===== src/mlfq_pkg.sv =====
`default_nettype none
package mlfq_pkg;

  localparam int TAG_W = 8;

  typedef enum logic [1:0] {
    CMD_NEW     = 2'd0,
    CMD_REQUEUE = 2'd1,
    CMD_SELECT  = 2'd2,
    CMD_CHECK   = 2'd3
  } cmd_t;

  typedef enum logic [1:0] {
    ST_OK    = 2'd0,
    ST_EMPTY = 2'd1,
    ST_FULL  = 2'd2,
    ST_CLAMP = 2'd3
  } status_t;

  typedef struct packed {
    cmd_t              command;
    logic [TAG_W-1:0]  process_tag;
    logic [31:0]       now_time;
    logic [31:0]       selected_time;
    logic [15:0]       service_done;
    logic [15:0]       service_total;
  } in_t;

  typedef struct packed {
    status_t           status;
    logic [TAG_W-1:0]  picked_tag;
    logic [1:0]        picked_level;
    logic              keep_running;
    logic [6:0]        waiting_total;
  } out_t;

endpackage
`default_nettype wire


===== src/mlfq_check.sv =====
`default_nettype none
module mlfq_check #(
  parameter int LVL_W = 2
) (
  input  wire logic [31:0]      now_time,
  input  wire logic [31:0]      selected_time,
  input  wire logic [15:0]      service_done,
  input  wire logic [15:0]      service_total,
  input  wire logic [LVL_W-1:0] level,
  input  wire logic             lowest,
  output logic                  keep_running
);

  logic [31:0] elapsed;
  logic [32:0] served;
  logic        finished;
  logic        in_slice;

  always_comb begin
    elapsed      = now_time - selected_time;
    served       = 33'(service_done) + 33'(elapsed);
    finished     = (served == 33'(service_total));
    in_slice     = ((elapsed >> level) == 32'd0);
    keep_running = !finished && (lowest || in_slice);
  end

endmodule
`default_nettype wire


===== src/multilevel_feedback_scheduler.sv =====
// Multilevel feedback scheduler: LEVELS FIFO ready queues of process tags.
// Input channel (in_valid / in_stall / in_data) carries one command per
// transaction: insert new, insert requeue, select next or check running.
// Output channel (out_valid / out_stall / out_data) returns exactly one
// result transaction per command, in order.
// Path: a command accepted from in_data is captured in the input register,
// processed from there, and its result is registered in the result register
// that drives out_data. Throughput: one command per cycle unless stalled;
// each command touches at most one end of one queue in the tag memory (one
// write port, one registered read port) and a priority encode of level fills.
// Receiver stall: the result register holds; the input register holds its
// command and in_stall rises until the result is taken, so no transaction
// is lost. Queue state advances only when a command moves to the result.
// Reset: all queues empty, no level selected yet, both channels idle. The
// tag memory is not cleared; only written entries ever reach out_data.
`default_nettype none
module multilevel_feedback_scheduler #(
  parameter int LEVELS      = 4,
  parameter int QUEUE_DEPTH = 16
) (
  input  wire logic         clk,
  input  wire logic         rst_n,
  input  wire logic         in_valid,
  output logic              in_stall,
  input  wire mlfq_pkg::in_t  in_data,
  output logic              out_valid,
  input  wire logic         out_stall,
  output mlfq_pkg::out_t    out_data
);

  localparam int LVL_W  = (LEVELS > 1) ? $clog2(LEVELS) : 1;
  localparam int PTR_W  = (QUEUE_DEPTH > 1) ? $clog2(QUEUE_DEPTH) : 1;
  localparam int FILL_W = $clog2(QUEUE_DEPTH + 1);
  localparam int MEM_D  = LEVELS * QUEUE_DEPTH;
  localparam int ADDR_W = $clog2(MEM_D);
  localparam int CNT_W  = $clog2(MEM_D + 1);

  logic                   in_valid_r;
  mlfq_pkg::in_t          in_r;
  logic                   out_valid_r;
  mlfq_pkg::out_t         res_r, res_nxt;
  logic                   picked_r;
  logic [mlfq_pkg::TAG_W-1:0] tag_r;
  logic [mlfq_pkg::TAG_W-1:0] mem [MEM_D];

  logic [PTR_W-1:0]       heads_r [LEVELS];
  logic [PTR_W-1:0]       heads_nxt [LEVELS];
  logic [FILL_W-1:0]      fill_r [LEVELS];
  logic [FILL_W-1:0]      fill_nxt [LEVELS];
  logic [LVL_W-1:0]       cur_lvl_r, cur_lvl_nxt;
  logic                   lvl_valid_r, lvl_valid_nxt;
  logic [CNT_W-1:0]       cnt_r, cnt_nxt;

  logic                   adv;
  logic                   is_push;
  logic                   lowest;
  logic                   clamped;
  logic [LVL_W-1:0]       tgt;
  logic                   tgt_full;
  logic                   push_ok;
  logic                   found;
  logic [LVL_W-1:0]       sel_lvl;
  logic                   pop;
  logic [PTR_W-1:0]       wr_slot;
  logic [PTR_W-1:0]       rd_slot;
  logic [ADDR_W-1:0]      wr_addr;
  logic [ADDR_W-1:0]      rd_addr;
  logic                   keep;
  logic [LVL_W-1:0]       chk_lvl;
  logic [31:0]            cnt_ext;
  logic [31:0]            lvl_ext;

  assign adv      = in_valid_r && (!out_valid_r || !out_stall);
  assign in_stall = in_valid_r && !adv;

  assign lowest  = lvl_valid_r && (cur_lvl_r == LVL_W'(LEVELS - 1));
  assign chk_lvl = lvl_valid_r ? cur_lvl_r : '0;

  mlfq_check #(
    .LVL_W(LVL_W)
  ) u_check (
    .now_time     (in_r.now_time),
    .selected_time(in_r.selected_time),
    .service_done (in_r.service_done),
    .service_total(in_r.service_total),
    .level        (chk_lvl),
    .lowest       (lowest),
    .keep_running (keep)
  );

  always_comb begin
    logic [FILL_W:0] sum;
    is_push = (in_r.command == mlfq_pkg::CMD_NEW) || (in_r.command == mlfq_pkg::CMD_REQUEUE);
    clamped = (in_r.command == mlfq_pkg::CMD_REQUEUE) && lowest;
    tgt     = '0;
    if (in_r.command == mlfq_pkg::CMD_REQUEUE && lvl_valid_r) begin
      tgt = lowest ? LVL_W'(LEVELS - 1) : cur_lvl_r + LVL_W'(1);
    end

    tgt_full = 1'b0;
    wr_slot  = '0;
    found    = 1'b0;
    sel_lvl  = '0;
    for (int l = 0; l < LEVELS; l++) begin
      sum = (FILL_W + 1)'(heads_r[l]) + (FILL_W + 1)'(fill_r[l]);
      if (sum >= (FILL_W + 1)'(QUEUE_DEPTH)) begin
        sum = sum - (FILL_W + 1)'(QUEUE_DEPTH);
      end
      if (tgt == LVL_W'(l)) begin
        tgt_full = (fill_r[l] == FILL_W'(QUEUE_DEPTH));
        wr_slot  = PTR_W'(sum);
      end
    end
    for (int l = LEVELS - 1; l >= 0; l--) begin
      if (fill_r[l] != '0) begin
        found   = 1'b1;
        sel_lvl = LVL_W'(l);
      end
    end
    rd_slot = '0;
    for (int l = 0; l < LEVELS; l++) begin
      if (sel_lvl == LVL_W'(l)) begin
        rd_slot = heads_r[l];
      end
    end

    push_ok = is_push && !tgt_full;
    pop     = (in_r.command == mlfq_pkg::CMD_SELECT) && found;
    wr_addr = ADDR_W'(int'(tgt) * QUEUE_DEPTH + int'(wr_slot));
    rd_addr = ADDR_W'(int'(sel_lvl) * QUEUE_DEPTH + int'(rd_slot));

    for (int l = 0; l < LEVELS; l++) begin
      heads_nxt[l] = heads_r[l];
      fill_nxt[l]  = fill_r[l];
      if (push_ok && tgt == LVL_W'(l)) begin
        fill_nxt[l] = fill_r[l] + FILL_W'(1);
      end
      if (pop && sel_lvl == LVL_W'(l)) begin
        fill_nxt[l]  = fill_r[l] - FILL_W'(1);
        heads_nxt[l] = (heads_r[l] == PTR_W'(QUEUE_DEPTH - 1)) ? '0 : heads_r[l] + PTR_W'(1);
      end
    end

    cnt_nxt       = cnt_r;
    cur_lvl_nxt   = cur_lvl_r;
    lvl_valid_nxt = lvl_valid_r;
    if (push_ok) begin
      cnt_nxt = cnt_r + CNT_W'(1);
    end
    if (pop) begin
      cnt_nxt       = cnt_r - CNT_W'(1);
      cur_lvl_nxt   = sel_lvl;
      lvl_valid_nxt = 1'b1;
    end

    cnt_ext = 32'(cnt_nxt);
    lvl_ext = 32'(sel_lvl);
    res_nxt = '0;
    res_nxt.status = mlfq_pkg::ST_OK;
    res_nxt.waiting_total = cnt_ext[6:0];
    unique case (in_r.command) inside
      mlfq_pkg::CMD_NEW, mlfq_pkg::CMD_REQUEUE: begin
        if (!push_ok) begin
          res_nxt.status = mlfq_pkg::ST_FULL;
        end else if (clamped) begin
          res_nxt.status = mlfq_pkg::ST_CLAMP;
        end
      end
      mlfq_pkg::CMD_SELECT: begin
        if (found) begin
          res_nxt.picked_level = lvl_ext[1:0];
        end else begin
          res_nxt.status = mlfq_pkg::ST_EMPTY;
        end
      end
      mlfq_pkg::CMD_CHECK: begin
        res_nxt.keep_running = keep;
      end
      default: begin
        res_nxt.status = mlfq_pkg::ST_OK;
      end
    endcase
  end

  always_ff @(posedge clk) begin
    if (!rst_n) begin
      in_valid_r  <= 1'b0;
      out_valid_r <= 1'b0;
      cur_lvl_r   <= '0;
      lvl_valid_r <= 1'b0;
      cnt_r       <= '0;
      picked_r    <= 1'b0;
      for (int l = 0; l < LEVELS; l++) begin
        heads_r[l] <= '0;
        fill_r[l]  <= '0;
      end
    end else begin
      if (!in_stall) begin
        in_valid_r <= in_valid;
      end
      if (adv) begin
        out_valid_r <= 1'b1;
        picked_r    <= pop;
        cur_lvl_r   <= cur_lvl_nxt;
        lvl_valid_r <= lvl_valid_nxt;
        cnt_r       <= cnt_nxt;
        for (int l = 0; l < LEVELS; l++) begin
          heads_r[l] <= heads_nxt[l];
          fill_r[l]  <= fill_nxt[l];
        end
      end else if (!out_stall) begin
        out_valid_r <= 1'b0;
      end
    end
  end

  always_ff @(posedge clk) begin
    if (!in_stall && in_valid) begin
      in_r <= in_data;
    end
    if (adv) begin
      res_r <= res_nxt;
      tag_r <= mem[rd_addr];
    end
    if (adv && push_ok) begin
      mem[wr_addr] <= in_r.process_tag;
    end
  end

  assign out_valid = out_valid_r;

  always_comb begin
    out_data            = res_r;
    out_data.picked_tag = picked_r ? tag_r : '0;
  end

endmodule
`default_nettype wire


===== config.mk =====
export PLATFORM = sky130hd
export DESIGN_NAME = multilevel_feedback_scheduler
export DESIGN_NICKNAME = d
export VERILOG_FILES = /design/src/mlfq_pkg.sv /design/src/mlfq_check.sv /design/src/multilevel_feedback_scheduler.sv
export SDC_FILE = /design/constraint.sdc
export NUM_CORES = 1
export LEC_CHECK = 0
export BUFFER_PORTS_ARGS = -buffer_cell sky130_fd_sc_hd__buf_2
export CAP_MARGIN = 30
export CORE_ASPECT_RATIO = 1.75
export CORE_MARGIN = 2
export CORE_UTILIZATION = 40
export CTS_CLUSTER_DIAMETER = 200
export DETAILED_ROUTE_END_ITERATION = 12
export HOLD_SLACK_MARGIN = 0.05
export PLACE_DENSITY = 0.6
export SYNTH_ARGS = -nofsm -noshare
export SYNTH_HDL_FRONTEND = slang
export SYNTH_SLANG_ARGS = --single-unit

===== constraint.sdc =====
create_clock -name clk -period 16.2 [get_ports clk]
set_input_delay 0.81 -clock clk [delete_from_list [all_inputs] [get_ports clk]]
set_output_delay 0.81 -clock clk [all_outputs]
set_load 0.02 [all_outputs]

* After elaboration in Yosys (flattened, before gate mapping)
Memory sizes are Yosys's and may differ from the RTL's. A register that Yosys moved wholly into a read port is not among the register bits. Cells that the tools add are included.
Word-level totals: output and inout port bits 22, bits in writable memories 548, register bits after elaboration 131, latch bits 0, word-level logic and storage cells 183, memories kept 3, input bits 110, bits in read-only memories 0
Operators by class: equality and inequality tests 20, shifts and indexed selects 1, multiplexer cells 66, reduce and logical (&&, ||, !) cells 38, multiply operators 0, divide/modulo/power cells 0, bitwise logic cells 8, add/sub/neg operators 27, $lt $le $gt $ge 4
Memory list:
- mem | depth 64, width 8, rd ports 1, clocked after memory_dff 1, wr ports 1, line multilevel_feedback_scheduler.sv:44 | logic [mlfq_pkg::TAG_W-1:0] mem [MEM_D];
- fill_r | depth 4, width 5, rd ports 4, clocked after memory_dff 0, wr ports 4, line multilevel_feedback_scheduler.sv:48 | logic [FILL_W-1:0] fill_r [LEVELS];
- heads_r | depth 4, width 4, rd ports 4, clocked after memory_dff 0, wr ports 4, line multilevel_feedback_scheduler.sv:46 | logic [PTR_W-1:0] heads_r [LEVELS];
Operators by type and width (count):
- $mux W4 | 24
- $mux W5 | 12
- $add A16 B32 Y33 | 1
- $eq A33 B16 Y1 | 1
- $logic_not A32 Y1 | 1
- $shr A32 B2 Y32 | 1
- $sub A32 B32 Y32 | 1
- $add A4 B5 Y6 | 4
- $ge A6 B5 Y1 const B | 4
- $add A5 B1 Y5 const B | 4
- $eq A5 B5 Y1 const B | 4
- $reduce_bool A5 Y1 | 4
- $sub A5 B1 Y5 const B | 4
- $logic_and A1 B1 Y1 | 18
- $mux W2 | 9
- $mux W1 | 17
- $add A4 B1 Y4 const B | 4
- $eq A4 B4 Y1 const B | 4
- $sub A4 B1 Y4 const B | 4
- $eq A2 B2 Y1 const B | 7
- $mux W7 | 2
- $add A6 B4 Y6 | 2
- $mux W8 | 1
- $or A1 B1 Y1 | 8
- 11 further kinds | 23

* Longest topological paths before layout
Gate-level depths: netlist of the first run.
depth in word-level cells 15, gate-level depth with buffers 21, gate-level depth less buffers 21

* Cells and area by module
Synthesis of the first run repeated with hierarchy kept, for this count alone.
Second synthesis, totals: cell total of the unflattened synthesis 2445, area, all modules 31911.9 um^2
By module, submodules not included:
- multilevel_feedback_scheduler | instances 1, cells an instance 1941, sequential area each 20499.7 um^2, area an instance 28277.1 um^2
- mlfq_check | instances 1, cells an instance 504, sequential area each 0.0 um^2, area an instance 3634.7 um^2

* Worst setup path after synthesis of the first run
OpenSTA, ideal clock, no wires.
path kind in2reg, start input port out_stall, end register in_r[0] (netlist bit) (enable), setup time 582 ps, required time 15618 ps, arrival 5755 ps, setup slack 9863 ps, buffers on the path 0, stages 2, path through and3_1 nor2b_1
Between the ends: cells in the longest elaborated chain, start to end 7
Ends and longest elaborated chain:
- from (decl) | line multilevel_feedback_scheduler.sv:27 | input wire logic out_stall,
- $logic_not A1 Y1
- $logic_or A1 B1 Y1 | line multilevel_feedback_scheduler.sv:73 | assign adv = in_valid_r && (!out_valid_r || !out_stall);
- $logic_and A1 B1 Y1 | line multilevel_feedback_scheduler.sv:73
- $logic_not A1 Y1 | line multilevel_feedback_scheduler.sv:74 | assign in_stall = in_valid_r && !adv;
- $logic_and A1 B1 Y1 | line multilevel_feedback_scheduler.sv:74
- $logic_not A1 Y1 | line multilevel_feedback_scheduler.sv:218 | if (!in_stall && in_valid) begin
- $logic_and A1 B1 Y1 | line multilevel_feedback_scheduler.sv:218
- to (signal assigned) | line multilevel_feedback_scheduler.sv:219 | in_r <= in_data;
- to (decl) | line multilevel_feedback_scheduler.sv:39 | mlfq_pkg::in_t in_r;
No other way between the ends. A chain may end at the register's enable or synchronous reset.

* Worst setup path in the final report of the first run
start register in_r[35] (netlist bit), end register res_r, in the netlist out_data[7], data pin
Between the ends: cells in the longest elaborated chain, start to end 5, elaborated cells between the ends (all ways) 8, classes of those cells add/sub (2); eq/ne (1); shift (1); reduce/logical (4)
Ends and longest elaborated chain:
- $sub A32 B32 Y32 * | line mlfq_check.sv:20 | elapsed = now_time - selected_time;
- $add A16 B32 Y33 or $shr A32 B2 Y32 (tied branches) | line mlfq_check.sv:21, mlfq_check.sv:23
- $eq A33 B16 Y1 or $logic_not A32 Y1 (tied branches) | line mlfq_check.sv:22, mlfq_check.sv:23
- $logic_not A1 Y1 or $logic_or A1 B1 Y1 (tied branches) | line mlfq_check.sv:24 | keep_running = !finished && (lowest || in_slice);
- $logic_and A1 B1 Y1 * | line mlfq_check.sv:24
- to (signal assigned) | line multilevel_feedback_scheduler.sv:222 | res_r <= res_nxt;
- to (decl) | line multilevel_feedback_scheduler.sv:41 | mlfq_pkg::out_t res_r, res_nxt;
Every way passes the cells marked *; elsewhere a longest branch is shown, timed or not.

==> results of run 1 <==
-- registers in the layout, summed over array words and instances, names as in the netlist, 2 cells and up --
| register | flops |
|---|---|
| out_data | 12 |
| cur_lvl_r | 2 |
| cnt_r | 7 |
| fill_r | 20 |
| tag_r | 8 |
| heads_r | 16 |
| mem | 512 |
| in_r | 106 |
-- cell usage in the layout, fill, tap and decap left out, types with 7 or more instances in the layout --
cell type / instances
nand2b_1: 11
buf_2: 133
and4_1: 7
xnor2_1: 54
nor3_1: 30
a21o_1: 30
a21oi_1: 81
nor4_1: 9
clkinv_1: 13
clkbuf_1: 7
nand3_1: 161
xor2_1: 34
nand4_1: 13
bufinv_16: 7
o211ai_1: 10
nor2_1: 143
buf_4: 23
or4_1: 11
a311oi_1: 93
nand4b_1: 7
edfxtp_1: 674
o21ai_0: 49
or2_2: 7
fa_1: 10
clkinv_2: 14
a31oi_1: 39
o22ai_1: 17
or3_1: 10
a21boi_0: 8
nand2_1: 594
inv_1: 82
o21a_1: 17
clkbuf_16: 69
dfxtp_1: 13
and2_1: 21
nor3b_1: 8
nor2b_1: 13
a211oi_1: 9
ha_1: 78
and3_1: 79
-- power by group --
| group | internal (mW) | total (mW) | leakage (nW) | switching (mW) |
|---|---|---|---|---|
| logic | 0.200 | 0.598 | 5.40 | 0.398 |
| registers | 1.99 | 2.01 | 6.30 | 0.0205 |
| clock network | 0.899 | 1.58 | 1.07 | 0.685 |
-- final cells by class --
| cell class | count | area (um^2) |
|---|---|---|
| Clock inverter | 46 | 450 |
| Clock buffer | 76 | 1750 |
| Antenna cell | 1 | 2.50 |
| Timing Repair Buffer | 159 | 898 |
| Inverter | 83 | 312 |
| Multi-Input combinational cell | 1741 | 10200 |
| Sequential cell | 687 | 20500 |
| Tap cell | 1035 | 1290 |
| Fill cell | 7120 | 43000 |
-- metal layers --
layer | global-route usage (%) | vias to the layer above | wire length [um]
li1 | - | 9954 | -
met1 | 22.6 | 10521 | 30800
met2 | 38.7 | 817 | 45700
met3 | 2.94 | 212 | 4450
met4 | 11.3 | 0 | 4560
met5 | 0 | - | 0
-- per-stage QoR --
step | instance area (um^2) | util, %
2_1_floorplan | 31700 | -
4_1_cts | 35500 | 45.2
6_report | 35500 | 45.2
5_1_grt | 35500 | 45.2
3_3_place_gp | 33200 | 42.4
3_5_place_dp | 33200 | 42.4
-- logic make-up after synthesis --
| group | after synthesis | synth area share [%] |
|---|---|---|
| and+or+nand+nor | 1139 | 16.3 |
| DFF | 687 | 64.7 |
| xor gates and xnor gates | 88 | 2.43 |
| adders and majority gates | 88 | 3.71 |
| buffers and inverters | 214 | 3.14 |
| AOI/OAI and AO/OA | 420 | 9.46 |
| muxes | 6 | 0.198 |
-- how the worst min path moves through the flow --
stage / start / endpoint / depth (start not counted)
after floorplan: cnt_r[1] / cnt_r[1] / 2
after global placement: cnt_r[1] / cnt_r[1] / 2
after detailed placement: cnt_r[1] / cnt_r[1] / 2
after CTS: in_data[104] / in_r[104] / 1
after global routing: in_data[104] / in_r[104] / 1
final: in_data[104] / in_r[104] / 1
==> flow_summary.json, run 1 <==
{
  "die_w_um": 217,
  "boundaryPins": 132,
  "cts.repair.resized": 0,
  "drtAntennaViolNets": 0,
  "antenna_found_initial": 2,
  "yosys.area.top_type_share_pct": 63.9,
  "drt-initial-drc-count": 1840,
  "cts_max_level": 3,
  "worst-path-buf-inv": 1,
  "wl_per_cell_um": 22.3,
  "worstSetupEndpoint": "out_data[7]",
  "rsz0062_at_grt": "false",
  "hold_buffers": 0,
  "drc": 0,
  "p_leak_nw": 12.8,
  "place_ws_ns": 10.81,
  "core_area_um2": 78400,
  "synth_top_area_cell": "edfxtp_1",
  "netlist_instances": 2642,
  "required_ns": 16.53,
  "crit_slowest_cell": "a21oi_1",
  "clockRootBuffer": "clkbuf_16",
  "dieArea_um2": 81500,
  "fin_skew_ns": 0.0292,
  "path_cells": "inv_1 -> ha_1 -> a21o_1 -> a21oi_1 -> a21boi_0 -> o21a_1 -> or3_1 -> and2_1 -> ha_1 -> nand2_1 -> o21ai_0 -> nor3_1 -> a21oi_1 -> a31oi_1 -> or2_2 -> nor3_1 -> xnor2_1 -> nor4_1 -> and4_1 -> a31oi_1",
  "startpoint": "in_r[35]",
  "critPathCaptureType": "flip-flop",
  "layout-drive-gt1-share_pct": 10.6,
  "synth_top_flop_cell": "edfxtp_1",
  "whs_ns": 0.359,
  "clock_sinks": 687,
  "worst-r2r-cell-count": 20,
  "crit_cells": 20,
  "hold_viol": 0,
  "dp.cells": 3705,
  "fin_crit_sh_pct": 33.4,
  "ys_ff_latch": 687,
  "clock_path_buffers": 3,
  "clk_pin_slew_ns": 0.06,
  "grt_max_degree": 192,
  "track_usage_pct": 20.8,
  "maxSlewViolCount": 0,
  "clock_latency_ns": 0.63,
  "status": "finished clean",
  "wl_mm": 85.5,
  "worst_r2r_startpoint": "in_r[35]",
  "p_total_mw": 4.19,
  "fin_cells": 3828,
  "cp_max_fo": 6,
  "path_class": "reg2reg",
  "cts_tree": "done",
  "grt_pass1_vias": 21485,
  "start_util_pct": 40.4,
  "ir_drop_mv": 0.0929,
  "fin_nets": 2938,
  "ys_seq_area_share_pct": 64.7,
  "fin_tns_setup_ns": 0,
  "drt-vias-per-instance": 5.62,
  "yosysMostFrequentCell": "edfxtp_1",
  "avgSynthCellArea_um2": 12.0,
  "critPathLaunchType": "flip-flop",
  "dr_total_vias": 21504,
  "fmax_ghz": 0.185,
  "grt_overflow_total": 0,
  "crit_family": "compound AO/OA/AOI/OAI gates",
  "syn_to_final_growth_pct": 11.9,
  "max_slew_margin_pct": 25.5,
  "pwr_density_cell_nw_per_um2": 118,
  "yosys-top-cells-count": "674 x edfxtp_1, 594 x nand2_1, 161 x nand3_1",
  "post_cts_buffers": 0,
  "gp_congestion": 0.927,
  "period_minus_slack_ns": 5.41,
  "dp_hpwl_mm": 56.9,
  "yosysUniqueCellTypes": 83,
  "grt_pass1_wl_mm": 129,
  "syn_area_um2": 31700,
  "max_stage_delay_ns": 0.47,
  "cts_made_buffers": 68,
  "hold_class": "in2reg",
  "num_rows": 136,
  "synth_nets": 2840,
  "reg2reg_slack_ns": 10.79,
  "synth_area_leaders": "edfxtp_1 64%, nand2_1 7.0%, ha_1 3.1%",
  "async_flop_share_pct": 0,
  "fin_ws_ns": 10.79,
  "dr.pass1.iters": 6,
  "synth_edf_count": 674,
  "yosysWarnings": 0,
  "timing.rr.end": "out_data[7]",
  "maxCapViolations": 0,
  "finalSetupViolations": 0,
  "dieHeight_um": 376,
  "arrival_ns": 5.74,
  "worst_pin_slew_ns": 1.11,
  "port_buffers": 131
}
(Power assumes the default switching activity.)
==> inputs of run 2 (changes only) <==
- clock period: 16.2 -> 5.66 ns (I/O delays scaled with it)
==> flow_summary.json, run 2 (synthesis gave the netlist of run 1 again) <==
{
  "whs_ns": 0.361,
  "crit_family": "compound AO/OA/AOI/OAI gates",
  "port_buffers": 131,
  "worst_r2r_startpoint": "in_r[33]",
  "antenna_found_initial": 1,
  "drt-vias-per-instance": 5.56,
  "dieArea_um2": 81500,
  "maxCapViolations": 0,
  "timing.rr.end": "out_data[7]",
  "fin_util_pct": 47.1,
  "fin_crit_sh_pct": 91.5,
  "grt_overflow_total": 0,
  "cp_max_fo": 5,
  "dp.cells": 3730,
  "wl_per_cell_um": 21.6,
  "largest_register_ffs": 512,
  "multi_input_area_um2": 10200,
  "min_to": "in_r[72]",
  "rsz0062_at_grt": "false",
  "die_w_um": 217,
  "boundaryPins": 132,
  "core_area_um2": 78400,
  "hold_viol": 0,
  "layout_common_cells": "674 x edfxtp_1, 594 x nand2_1, 161 x nand3_1",
  "layout-drive-gt1-share_pct": 10.9,
  "cts.repair.resized": 0,
  "start_util_pct": 40.4,
  "fin_skew_ns": 0.0267,
  "track_usage_pct": 20.9,
  "maxSlewViolCount": 0,
  "startpoint": "in_r[33]",
  "final_common_cell": "edfxtp_1",
  "clock_sinks": 687,
  "grt_max_degree": 73,
  "worst_pin_slew_ns": 0.998,
  "fin_cells": 3963,
  "dieHeight_um": 376,
  "hold_buffers": 110,
  "drt-initial-drc-count": 1811,
  "clock_path_buffers": 3,
  "regArea_um2": 20500,
  "clk_pin_slew_ns": 0.06,
  "drc": 0,
  "max_stage_delay_ns": 0.44,
  "worst-r2r-cell-count": 20,
  "crit_slowest_cell": "a21oi_1",
  "dr.pass1.iters": 5,
  "cts_tree": "done",
  "clock_latency_ns": 0.63,
  "pwr_density_cell_nw_per_um2": 331,
  "path_cells": "inv_1 -> ha_1 -> nor2b_1 -> o2111ai_1 -> a21boi_0 -> o21a_1 -> or3_1 -> and2_1 -> ha_1 -> nand2_1 -> o21ai_0 -> nor3_1 -> a21oi_1 -> a31oi_1 -> nor2_1 -> nand3_1 -> nor4bb_1 -> nand3_1 -> a22oi_1 -> a31oi_1",
  "dr_total_vias": 22047,
  "dp_hpwl_mm": 56.9,
  "fin_tns_setup_ns": 0,
  "num_rows": 136,
  "num-fill-cells": 6904,
  "syn_to_final_growth_pct": 16.7,
  "critPathCaptureType": "flip-flop",
  "reg2reg_slack_ns": 0.48,
  "grt_pass1_vias": 22702,
  "required_ns": 6.04,
  "gp_congestion": 0.892,
  "fin_nets": 3071,
  "regMostFlops": "mem",
  "cts_max_level": 3,
  "grt_pass1_wl_mm": 130,
  "reg_top3": "mem x512, in_r x106, fill_r x20",
  "wl_mm": 85.5,
  "period_minus_slack_ns": 5.18,
  "cts_made_buffers": 66,
  "path_class": "reg2reg",
  "p_total_mw": 12.2,
  "ir_drop_mv": 0.257,
  "clockRootBuffer": "clkbuf_16",
  "critPathLaunchType": "flip-flop",
  "worst-path-buf-inv": 1,
  "post_cts_buffers": 0,
  "arrival_ns": 5.56,
  "max_slew_margin_pct": 33.5,
  "p_leak_nw": 13.4,
  "status": "finished clean",
  "drtAntennaViolNets": 0,
  "hold_start": "in_data[72]",
  "hold_path_depth": 2,
  "hold_class": "in2reg",
  "fmax_ghz": 0.193,
  "finalSetupViolations": 0
}
run 2: changes by cell type in the layout (fill, tap and decap cells not counted), moves of 3 or more:
| cell | change |
|---|---|
| clkbuf_1 | +6 |
| clkinvlp_4 | -5 |
| clkbuf_16 | -3 |
| dlygate4sd3_1 | +110 |
| clkinv_16 | +4 |
| clkinv_1 | -4 |
| buf_4 | +19 |
| inv_6 | -4 |
| buf_12 | +7 |
| bufinv_16 | +3 |
run 2: metal layers:
| layer | vias up | routed length [um] | GRT usage (%) |
|---|---|---|---|
| li1 | 10224 | - | - |
| met1 | 10760 | 31000 | 22.4 |
| met2 | 845 | 45200 | 38.6 |
| met3 | 218 | 4350 | 2.95 |
| met4 | 0 | 4930 | 12.5 |
| met5 | - | 0 | 0 |
run 2: per-stage QoR:
stage,instance area [um^2],setup WS [ns]
floorplan,31700,1.28
global placement,33500,0.615
detailed placement,33500,0.573
CTS,36900,0.549
global route,37000,0.0486
finish,37000,0.482
run 2: report_power, final:
part	internal, mW	switching (mW)	total, mW
registers	5.68	0.0607	5.74
clock network	2.67	2.01	4.68
logic	0.660	1.15	1.81
total	9.01	3.22	12.2
run 2: worst max-delay path by stage:
| stage | end | cells past startpoint |
|---|---|---|
| floorplan | out_data[7] | 19 |
| global placement | out_data[7] | 20 |
| detailed placement | out_data[7] | 20 |
| CTS | out_data[7] | 20 |
| global route | out_data[7] | 20 |
| finish | out_data[7] | 20 |
run 2: area by class of cell:
class / count / area share [%]
Clock buffer: 79 / 4.60
Antenna cell: 1 / 0.00677
Tap cell: 1035 / 3.50
Inverter: 83 / 0.843
Timing Repair Buffer: 294 / 6.18
Sequential cell: 687 / 55.5
Clock inverter: 43 / 1.67
Multi-Input combinational cell: 1741 / 27.7
==> inputs of run 3 (changes only) <==
- ABC_AREA: unset -> 1
==> flow_summary.json, run 3 <==
{
  "clk_pin_slew_ns": 0.07,
  "antenna_cells": 0,
  "layout_common_cells": "876 x nand2_1, 718 x inv_1, 674 x edfxtp_1",
  "synth_nets": 3902,
  "power_frac_seq_pct": 47.6,
  "syn_area_um2": 34800,
  "synth_top_area_cell": "edfxtp_1",
  "ys_seq_area_share_pct": 58.9,
  "fin_skew_ns": 0.0269,
  "reg_top3": "mem x512, in_r x106, fill_r x20",
  "maxCapViolations": 0,
  "critPathCaptureType": "flip-flop",
  "drt-vias-per-instance": 5.05,
  "ir_drop_mv": 0.257,
  "drtAntennaViolNets": 0,
  "netlist_instances": 3704,
  "drt-initial-drc-count": 1683,
  "post_cts_buffers": 0,
  "port_buffers": 131,
  "grt_pass1_wl_mm": 147,
  "async_flop_share_pct": 0,
  "yosysWarnings": 0,
  "wl_mm": 96.2,
  "fin_util_pct": 46.1,
  "critPathLaunchType": "flip-flop",
  "avgSynthCellArea_um2": 9.39,
  "worst_r2r_startpoint": "in_r[32]",
  "grt_max_degree": 137,
  "grt_overflow_total": 0,
  "dieArea_um2": 89500,
  "worst_pin_slew_ns": 0.975,
  "cts_tree": "done",
  "syn_to_final_growth_pct": 14.7,
  "drc": 0,
  "gp_congestion": 0.949,
  "synth_area_leaders": "edfxtp_1 58%, nand2_1 9.4%, inv_1 7.8%",
  "design_area_um2": 39900,
  "arrival_ns": 4.97,
  "clock_path_buffers": 3,
  "cts_made_buffers": 61,
  "ys_ff_latch": 687,
  "p_comb_share_pct": 17.4,
  "track_usage_pct": 21.7,
  "finalSetupViolations": 0,
  "synth_top_flop_cell": "edfxtp_1",
  "clock_latency_ns": 0.67,
  "regMostFlops": "mem",
  "power_frac_clock_pct": 35.0,
  "maxSlewViolCount": 0,
  "p_total_mw": 12.0,
  "start_util_pct": 40.2,
  "dr_total_vias": 25956,
  "swShare_pct": 28.2,
  "fin_nets": 4126,
  "largest_register_ffs": 512,
  "max_slew_margin_pct": 35.0,
  "fmax_ghz": 0.220,
  "final_common_cell": "nand2_1",
  "antenna_found_initial": 1,
  "fin_crit_sh_pct": 80.3,
  "startpoint": "in_r[32]",
  "rsz0062_at_grt": "false",
  "cp_max_fo": 7,
  "num_rows": 143,
  "yosys-top-cells-count": "876 x nand2_1, 719 x inv_1, 674 x edfxtp_1",
  "dr.pass1.iters": 8,
  "yosysMostFrequentCell": "nand2_1",
  "boundaryPins": 132,
  "yosys.area.top_type_share_pct": 58.2,
  "cts_max_level": 2,
  "die_w_um": 227,
  "p_int_mw": 8.64,
  "fin_tns_setup_ns": 0,
  "dp_hpwl_mm": 64.3,
  "core_area_um2": 86600,
  "yosysUniqueCellTypes": 45,
  "p_leak_nw": 17.3,
  "wl_per_cell_um": 18.7,
  "layout-drive-gt1-share_pct": 7.97,
  "reg2reg_slack_ns": 1.11,
  "period_minus_slack_ns": 4.55,
  "whs_ns": 0.326,
  "pwr_density_cell_nw_per_um2": 302,
  "num-fill-cells": 8285,
  "hold_class": "in2reg",
  "grt_pass1_vias": 26101,
  "clockRootBuffer": "clkbuf_16",
  "required_ns": 6.08,
  "path_class": "reg2reg",
  "post_dp_cell_area_um2": 36800,
  "synth_edf_count": 674,
  "hold_viol": 0,
  "clock_sinks": 687,
  "status": "finished clean",
  "power.switching_mw": 3.40,
  "hold_start": "in_data[26]",
  "dieHeight_um": 394
}
==> run 3: changes by cell type in the layout (fill, tap and decap cells not counted), moves of 23 or more <==
cell / delta
a311oi_1: -93
nand4_1: +153
nand2_1: +282
and3_1: -77
a21o_1: -28
inv_1: +636
xnor2_1: -34
nor2_1: +74
a31oi_1: -39
o21ai_1: +54
nand3_1: +259
o211ai_1: +23
==> run 3: layout make-up <==
class	count	area, um^2	share of cell area (%)
sequential	687	20500	51.4
multi-input combinational	2152	10900	27.2
inverter	724	2720	6.82
timing repair buffer	302	2370	5.93
clock buffer	77	1630	4.08
tap	1160	1450	3.64
clock inverter	37	378	0.947
==> run 3: cell families (layout without fill, tap and decap cells) <==
kind of cell / Yosys count / after routing / synth area share (%)
simple gates: 1749 / 1749 / 22.1
buf+inv: 865 / 1140 / 9.92
flops: 687 / 687 / 58.9
compound gates: 251 / 251 / 4.07
fa+ha+maj: 88 / 88 / 3.38
xor+xnor: 64 / 64 / 1.61
==> run 3: power groups by stage <==
stage,registers (mW),logic [mW],clock network (mW)
after floorplan,5.87,1.36,0
after global placement,5.84,2.02,0
after detailed placement,5.84,2.03,0
after CTS,5.73,2.10,4.28
after global routing,5.74,2.33,4.46
final,5.73,2.10,4.21
==> run 3: path summary, 6_finish.rpt <==
check                              endpoint  cells after the start
worst max-delay path            out_data[7]                     26
worst min-delay path               in_r[26]                      2
worst max register to register  out_data[7]                     26
worst min register to register    out_valid                      2
==> run 3: metrics by stage <==
step	cells	worst slack, ns
5_1_grt	5139	0.716
6_report	5139	1.11
4_1_cts	5138	1.15
3_3_place_gp	4912	1.20
2_1_floorplan	3704	1.97
3_5_place_dp	4915	1.17
==> run 3: repair_timing <==
item | CTS | global route
endpoints found under the hold margin | 110 | 0
gates resized for setup | 0 | 0
hold buffers | 109 | 0
==> run 3: per-layer routing <==
layer  vias to the layer above  global-route usage (%)  wire length, um
met5                         -                       0                0
met4                         0                    12.9             6290
met3                       259                    2.74             4090
met2                       731                    40.9            51900
met1                     12297                    22.4            33900
li1                      12669                       -                -
==> run 3: worst max-delay path: stages (launching register included) <==
cell      delay [ns]
edfxtp_1        0.38
ha_1            0.24
fa_1            0.42
inv_1           0.13
nand2_1         0.06
nand2_1         0.07
nand3_1         0.06
nand2_1         0.17
nand2_1         0.07
nand2_1         0.10
xor2_1          0.29
inv_1           0.08
ha_1            0.35
nand2_1         0.11
nor2_1          0.10
inv_1           0.05
nor3_1          0.13
a21oi_1         0.21
nand3b_1        0.29
nor2_1          0.40
nand3_1         0.13
nand2_1         0.08
nand2_1         0.07
nor2_1          0.09
nand3_1         0.08
nor2_1          0.10
nor2_1          0.05
